File: src/mcc_pkg.sv
package mcc_pkg;

   localparam int MAX_COIN_TYPES  = 8;
   localparam int TABLE_DEPTH_DEF = 1024;

   localparam int IDX_W = 3;
   localparam int VAL_W = 10;
   localparam int CFG_W = 4;
   localparam int MIN_W = 11;

   // marker for an amount that no coin combination reaches
   localparam logic [MIN_W-1:0] UNREACHABLE = '1;

   typedef struct packed {
      logic [MIN_W-1:0] min_count;
      logic [IDX_W-1:0] last_coin;
   } entry_type;

   typedef enum logic [3:0] {
      OP_NONE,
      OP_LOAD,
      OP_ACCEPT,
      OP_INIT,
      OP_COIN_SEL,
      OP_NEXT_COIN,
      OP_FILL,
      OP_WALK_START,
      OP_WALK_EX,
      OP_EMIT
   } op_type;

   typedef struct packed {
      logic amt_at_target;
      logic coin_skip;
      logic coin_last;
      logic tgt_zero;
      logic tgt_out;
      logic walk_end;
      logic emit_last;
   } status_type;

endpackage

File: src/mcc_ctrl.sv
module mcc_ctrl
   import mcc_pkg::*;
(
   input  logic       clock,
   input  logic       reset,
   input  logic       start,
   input  logic       req_mode,
   input  status_type status,
   output logic       busy,
   output op_type     op
);

   typedef enum logic [9:0] {
      S_IDLE      = 10'b00_0000_0001,
      S_CHECK     = 10'b00_0000_0010,
      S_INIT      = 10'b00_0000_0100,
      S_COIN      = 10'b00_0000_1000,
      S_FILL      = 10'b00_0001_0000,
      S_DRAIN     = 10'b00_0010_0000,
      S_WALK_INIT = 10'b00_0100_0000,
      S_WALK_RD   = 10'b00_1000_0000,
      S_WALK_EX   = 10'b01_0000_0000,
      S_EMIT      = 10'b10_0000_0000
   } state_type;

   state_type state_ff;
   state_type state_in;

   always_comb begin
      state_in = state_ff;
      op       = OP_NONE;
      unique case (state_ff)
         S_IDLE: begin
            if (start) begin
               if (req_mode) begin
                  op       = OP_ACCEPT;
                  state_in = S_CHECK;
               end else begin
                  op = OP_LOAD;
               end
            end
         end
         S_CHECK: begin
            if (status.tgt_out || status.tgt_zero) begin
               state_in = S_EMIT;
            end else begin
               state_in = S_INIT;
            end
         end
         S_INIT: begin
            op = OP_INIT;
            if (status.amt_at_target) begin
               state_in = S_COIN;
            end
         end
         S_COIN: begin
            if (!status.coin_skip) begin
               op       = OP_COIN_SEL;
               state_in = S_FILL;
            end else if (status.coin_last) begin
               state_in = S_WALK_INIT;
            end else begin
               op = OP_NEXT_COIN;
            end
         end
         S_FILL: begin
            op = OP_FILL;
            if (status.amt_at_target) begin
               state_in = S_DRAIN;
            end
         end
         // let the final table write land before the next pass reads
         S_DRAIN: begin
            if (status.coin_last) begin
               state_in = S_WALK_INIT;
            end else begin
               op       = OP_NEXT_COIN;
               state_in = S_COIN;
            end
         end
         S_WALK_INIT: begin
            op       = OP_WALK_START;
            state_in = S_WALK_RD;
         end
         S_WALK_RD: begin
            state_in = S_WALK_EX;
         end
         S_WALK_EX: begin
            op       = OP_WALK_EX;
            state_in = status.walk_end ? S_EMIT : S_WALK_RD;
         end
         S_EMIT: begin
            op = OP_EMIT;
            if (status.emit_last) begin
               state_in = S_IDLE;
            end
         end
         default: begin
            state_in = S_IDLE;
         end
      endcase
   end

   always_ff @(posedge clock) begin
      if (reset) begin
         state_ff <= S_IDLE;
      end else begin
         state_ff <= state_in;
      end
   end

   assign busy = (state_ff != S_IDLE);

endmodule

File: config.mk
export PLATFORM = sky130hd
export DESIGN_NAME = mcc_ctrl
export DESIGN_NICKNAME = d
export VERILOG_FILES = /design/src/mcc_pkg.sv /design/src/mcc_ctrl.sv
export SDC_FILE = /design/constraint.sdc
export NUM_CORES = 1
export LEC_CHECK = 0
export BUFFER_PORTS_ARGS = -buffer_cell sky130_fd_sc_hd__buf_2
export CORE_MARGIN = 1
export CORE_UTILIZATION = 45
export DETAILED_ROUTE_END_ITERATION = 8
export HOLD_SLACK_MARGIN = 0.12
export PLACE_DENSITY = 0.69
export SLEW_MARGIN = 20
export SYNTH_ARGS = -nofsm -noshare
export SYNTH_HDL_FRONTEND = slang
export SYNTH_SLANG_ARGS = --single-unit
File: constraint.sdc
create_clock -name clock -period 2.2 [get_ports clock]
set_input_delay 0.22 -clock clock [delete_from_list [all_inputs] [get_ports clock]]
set_output_delay 0.22 -clock clock [all_outputs]
set_load 0.02 [all_outputs]
; Word-level counts from Yosys, hierarchy flattened
; Cells that the tools add are included.
[totals]
out_inout_bits = 5
elab_cells = 36
register_bits = 10
input_bits = 11
[op_classes]
eq_ne = 17
reduce_logical = 2
muxes = 16
[op_table]
columns = op, n
row1 = $pmux 10 s10, 1
row2 = $mux 10, 9
row3 = $pmux 4 s8, 1
row4 = $eq 10x1->1 const B, 1
row5 = $eq 10x10->1 const B, 1
row6 = $eq 10x2->1 const B, 1
row7 = $eq 10x3->1 const B, 1
row8 = $eq 10x4->1 const B, 1
row9 = $eq 10x5->1 const B, 1
row10 = $eq 10x6->1 const B, 1
row11 = $eq 10x7->1 const B, 1
row12 = $eq 10x8->1 const B, 1
row13 = $eq 10x9->1 const B, 1
row14 = $ne 10x1->1 const B, 1
row15 = $ne 2x2->1 const B, 5
row16 = $mux 7, 1
row17 = $mux 3, 2
row18 = $reduce_and 6->1, 1
row19 = $mux 2, 2
row20 = $ne 3x3->1 const B, 1
row21 = $logic_or 1x1->1, 1

; Logic depth before layout (Yosys ltp)
; Gate-level depths: netlist of run 1.
[logic_depth]
depth_word = 3
depth_mapped = 6
mapped_depth_nobuf = 5

; Worst setup path before layout of run 1
; No wires, ideal clock.
[synth_timing]
path_kind = reg2out
from = register state_ff[8]
to = output op[2]
stages_incl_launch_ff = 4
path_slack_ns = -0.034
t_arrival_ns = 2.014
path_cell_list = dfxtp_1 > nor4_1 > nand3_1 > o311ai_0
[synth_between]
elab_chain_len = 2
[synth_lines]
columns = element, line_no
row1 = from (decl), mcc_ctrl.sv:26  ; state_type state_ff;
row2 = from (signal assigned), mcc_ctrl.sv:108  ; state_ff <= state_in;
row3 = $eq 10x10->1 (tied with other cells), mcc_ctrl.sv:32  ; unique case (state_ff)
row4 = $pmux 4 s8 (*), mcc_ctrl.sv:32
row5 = to (decl), mcc_ctrl.sv:10  ; output op_type op
; Every way passes the cells marked *; elsewhere a longest branch is shown, timed or not.

; Worst setup path in the final report of run 1
[layout_timing]
from = register state_ff[0]
to = output op[1]
; The elaborated chain is that of the path after synthesis.

==> run metrics, run 1 <==
Tot GR Track Use 26.5%; total gr overflow 0; Worst-path clk slew 60 ps; initial antenna violation count 0; Period minus WS final 2240 ps; Worst Hold Class input pin to flop; Core Box Area 0.00137 mm²; Clock Tree Root clkbuf_4; CTS buffer count 3; Initial Util 51.2%; Non-Filler Instances 137; first-pass GRT wire length 3.51 mm; Placed Cells 125; Port-buffer cells 15; slew margin rel. 54.2%; peak supply drop 0.402 mV; Main synth FF type dfxtp_1; critical path arrival 2020 ps; die area 0.00172 mm²; syn_area_per_cell 7.86 µm²; most frequent cell after synthesis dfxtp_1; top cells by area, synth dfxtp_1 29%, a21oi_1 5.0%, nor4_1 4.5%, nor3_1 4.3%, nand3b_1 3.2%; Hold Vio Cnt, Final 0; Fin Setup TNS -63.5 ps; Die H 41.4 µm; DRT antenna net count 0; htree depth 1; First-pass DRT Iterations 4; layout cells sized above 1 44.3%; utilization after layout 74.3%; Slew Limit Fails 0; FF+latch count, synth 10; Post-synth EDFFs 0; RSZ-0062 raised after global routing true; number of global-route vias before repair 797; CP Launch Type flop; Synth cell types 37; Final WS setup -41.9 ps; total power 0.642 mW; Area Growth Syn to Fin 45.1%; worst-skew pair later-pin latency 270 ps; clock sinks 10; routability congestion estimate 0.862; detailed placement HPWL 1.55 mm; Warnings, synthesis 0; maximum fanout along the worst path 4; Cells after Synth 89; design area 0.00101 mm²; top cells by count, synth 10 x dfxtp_1, 7 x a21oi_1, 6 x nor2_1, 6 x nor3_1; row count 13; Highest Clock Rate 446 MHz; max cap viols 0; initial drt markers 44; TritonCTS clock tree built; Yosys top cell by area dfxtp_1; n_diodes 0; failing checks negative setup slack; post-synthesis cell area 699 µm²; Die Wd 41.4 µm; run status complete, but fails checks; drt drc 0; post-synthesis sequential area ratio 28.6%; Most flops, register state_ff; largest net degree at the start of global routing 9; placed cell areas 845 µm²; Vias 876; # hold bufs at CTS 0; Mapped Nets 100; WL final 2.36 mm; Tcrit/Tclk final 102%; Critical Path RT 1980 ps; Max Root-Sink Buffers 2; share of the synthesized area in the top cell type 28.6%; Worst Setup End Kind output port; final setup fails 2; Final Skew 2.02 ps; Largest register FFs 10; Crit Path Category flop to output port; Tightest Pin Transition 686 ps; detailed-route wire length per cell 17.3 µm; Layout Nets 135; power per cell area 633 mW/mm²; Vias/cell 6.39; IO Pins 16; Pleak 0.437 nW; Regs by FF count state_ff: 10 flops; async set-reset flop share out of synthesis 0%
==> layout make-up <==
class / instances / area, µm²
Sequential cell: 10 / 210
Tap cell: 15 / 18.8
Inverter: 4 / 15.0
Clock buffer: 3 / 22.5
Timing Repair Buffer: 32 / 215
Fill cell: 111 / 352
Multi-Input combinational cell: 73 / 533
==> path summary, 6_finish.rpt <==
check,from,to,slack (ps),cells past startpoint
max,state_ff[0],op[1],-40,5
min,status[1],state_ff[9],200,3
max reg2reg,state_ff[0],state_ff[0],220,6
min reg2reg,state_ff[4],state_ff[5],640,3
==> cells in the final DEF, fill, tap and decap left out, drive strengths merged, types with 3 or more instances in the layout <==
cell / Yosys / final
a21oi: 7 / 7
nor2: 6 / 6
or4: 3 / 3
nor3: 6 / 6
nand2b: 3 / 3
buf: 1 / 32
inv: 4 / 4
nor3b: 3 / 3
nand3: 3 / 3
nor4: 6 / 6
and3: 3 / 3
nand2: 6 / 6
dfxtp: 10 / 10
clkbuf: 1 / 3
nand3b: 3 / 3
==> critical path, stage by stage (launching register included) <==
cell and delay [ps]:
dfxtp_4 350, or4_4 570, or4_4 530, nand2_4 90, a31o_4 110, buf_6 110
==> layer usage <==
layer | global-route usage [%] | part of all wire, % | wire length, µm
met1 | 32.4 | 41 | 976
met2 | 41.9 | 49 | 1170
met3 | 3.04 | 5.8 | 138
met4 | 20.6 | 3.4 | 80
met5 | 0 | 0 | 0
==> timing repair <==
item	4_1_cts	5_1_grt
endpoints found under the setup margin	3	6
pin swaps	4	3
buffers inserted	6	3
endpoints found under the hold margin	0	0
gates resized for setup	10	11
==> through the flow <==
step                      worst slack, ps  hold slack (ps)
after global placement                142              476
final                               -41.9              197
after global routing                -93.4              216
after floorplan                       165              289
after CTS                            1.34              205
after detailed placement              128              489
==> where the power goes <==
group / internal [mW] / total, mW / switching (mW)
Clock: 0.0631 / 0.122 / 0.0593
Combinational: 0.163 / 0.306 / 0.144
Sequential: 0.195 / 0.214 / 0.0186
Total: 0.421 / 0.642 / 0.221
==> cells by family after synthesis <==
| kind of cell | share of synthesized area [%] |
|---|---|
| buffers and inverters | 3.40 |
| muxes | 1.61 |
| AOI/OAI and AO/OA | 16.1 |
| DFF | 28.6 |
| and+or+nand+nor | 46.5 |
| xor gates and xnor gates | 3.76 |
Power figures use the tool's default switching activity.
==> run 2: changes to the inputs <==
CORE_UTILIZATION = 50   (was 45)
CTS_BUF_LIST = sky130_fd_sc_hd__clkbuf_8 sky130_fd_sc_hd__clkbuf_16   (was default)
PLACE_DENSITY = 0.76   (was 0.69)
==> run metrics, run 2 (same netlist as run 1, synthesis figures left out) <==
detailed placement HPWL 1.45 mm (was 1.55 mm); max cap viols 0 (unchanged); Max Root-Sink Buffers 2 (unchanged); routability congestion estimate 0.872 (was 0.862); Comb pwr share 42.1% (was 47.7%); most common cell after layout, fill and taps aside buf_2 (was buf_4); Die H 39.4 µm (was 41.4 µm); Worst Hold Class input pin to flop (unchanged); Reg power frac 31.1% (was 33.3%); # hold bufs at CTS 0 (unchanged); Highest Signal Layer met4 (unchanged); TritonCTS clock tree built (unchanged); Final Skew 5.39 ps (was 2.02 ps); first-pass GRT wire length 2.93 mm (was 3.51 mm); CP Launch Type flop (unchanged); Vias/cell 6.36 (was 6.39); worst-skew pair later-pin latency 240 ps (was 270 ps); Slew Limit Fails 0 (unchanged); RSZ-0062 raised after global routing true (unchanged); slew margin rel. 51.6% (was 54.2%); Min Hold Slack 232 ps (was 197 ps); Hold Vio Cnt, Final 0 (unchanged); Core Box Area 0.00130 mm² (was 0.00137 mm²); run status finished clean (was complete, but fails checks); Port-buffer cells 15 (unchanged); Sw Share 32.4% (was 34.5%); Area Growth Syn to Fin 39.5% (was 45.1%); Die Wd 39.4 µm (was 41.4 µm); routed wl met2 1.07 mm (was 1.17 mm); Highest Clock Rate 459 MHz (was 446 MHz); First-pass DRT Iterations 4 (unchanged); Regs by FF count state_ff: 10 flops (unchanged); drt drc 0 (unchanged); DRT met1 WL 963 µm (was 976 µm); metal3 WL 88 µm (was 138 µm); total power 0.686 mW (was 0.642 mW); detailed-route wire length per cell 16.9 µm (was 17.3 µm); Initial Util 53.8% (was 51.2%); utilization after layout 75.0% (was 74.3%); WL final 2.18 mm (was 2.36 mm); P_int 0.464 mW (was 0.421 mW); CTS buffer count 3 (unchanged); Tightest Pin Transition 708 ps (was 686 ps); critical path arrival 1960 ps (was 2020 ps); Tcrit/Tclk final 99.1% (was 102%); layout cells sized above 1 39.5% (was 44.3%); Crit Path Category flop to output port (unchanged); Most flops, register state_ff (unchanged); Critical Path RT 1980 ps (about the same); total gr overflow 0 (unchanged); DRT antenna net count 0 (unchanged); power per cell area 703 mW/mm² (was 633 mW/mm²); FILL cells 108 (was 111); n_diodes 0 (unchanged); Worst Setup End Kind output port (unchanged); die area 0.00155 mm² (was 0.00172 mm²); initial drt markers 35 (was 44); IO Pins 16 (unchanged); Pleak 0.406 nW (was 0.437 nW); clock share of power 26.8% (was 19.0%); Largest register FFs 10 (unchanged); Clock Tree Root clkbuf_8 (was clkbuf_4); largest net degree at the start of global routing 14 (was 9); Tot GR Track Use 28.6% (was 26.5%); row count 13 (unchanged); final setup fails 0 (was 2); Switch Pwr 0.222 mW (was 0.221 mW); htree depth 1 (unchanged); Period minus WS final 2180 ps (was 2240 ps); Layout Nets 127 (was 135); maximum fanout along the worst path 8 (was 4); commonest non-fill, non-tap cells in the layout 13 x buf_2, 8 x buf_4, 7 x a21oi_1, 7 x dfxtp_1 (was 17 x buf_4, 13 x buf_2, 7 x a21oi_1); peak supply drop 0.571 mV (was 0.402 mV); Worst-path clk slew 40 ps (was 60 ps); Vias 821 (was 876); Final WS setup 20.1 ps (was -41.9 ps); clock sinks 10 (unchanged); Setup WS pre-CTS 146 ps (was 128 ps); number of global-route vias before repair 698 (was 797); initial antenna violation count 0 (unchanged)
[run 2: routing by layer]
layer	track usage [%]	up-vias
met5	0	-
met3	3.98	7
met4	16.4	0
met2	46.7	24
li1	-	395
met1	35.1	395
[run 2: critical path, cell delays in order, from the launching register on]
cell	delay, ps
dfxtp_4	370
or4_4	550
or4_4	520
nand2_4	90
a31o_4	100
buf_6	110
[run 2: worst paths after layout]
kind | slack, ps | to | startpoint | cells after the start
min | 230 | state_ff[9] | reset | 2
max | 20 | op[1] | state_ff[8] | 5
max reg2reg | 140 | state_ff[7] | state_ff[3] | 5
min reg2reg | 640 | state_ff[5] | state_ff[4] | 3
[run 2: stage by stage]
| step | TNS [ps] | cells | instance area (µm²) |
|---|---|---|---|
| after detailed placement | 0 | 122 | 822 |
| final | 0 | 129 | 976 |
| after global routing | -15.8 | 129 | 976 |
| after global placement | 0 | 122 | 822 |
| after CTS | 0 | 125 | 880 |
| after floorplan | 0 | 89 | 699 |
[run 2: final cells by class]
cell class                      count  area [µm²]  area share, %
Multi-Input combinational cell     73         533           54.6
Sequential cell                    10         209           21.4
Timing Repair Buffer               24         159           16.3
Clock buffer                        3        41.3           4.23
Tap cell                           15        18.8           1.92
Inverter                            4        15.0           1.54
[run 2: timing repair]
| item | in CTS | in global routing |
|---|---|---|
| pin swaps | 0 | 5 |
| setup buffers | 0 | 4 |
| cloned | 0 | 0 |
| setup endpoints to repair | 2 | 3 |
| resized for setup | 4 | 16 |
[run 2: power by group through the flow]
stage / Clock (mW) / Combinational (mW) / Sequential [mW]
after floorplan: 0 / 0.142 / 0.210
after global placement: 0 / 0.209 / 0.214
after detailed placement: 0 / 0.212 / 0.216
after CTS: 0.185 / 0.221 / 0.214
after global routing: 0.197 / 0.308 / 0.214
final: 0.184 / 0.289 / 0.213
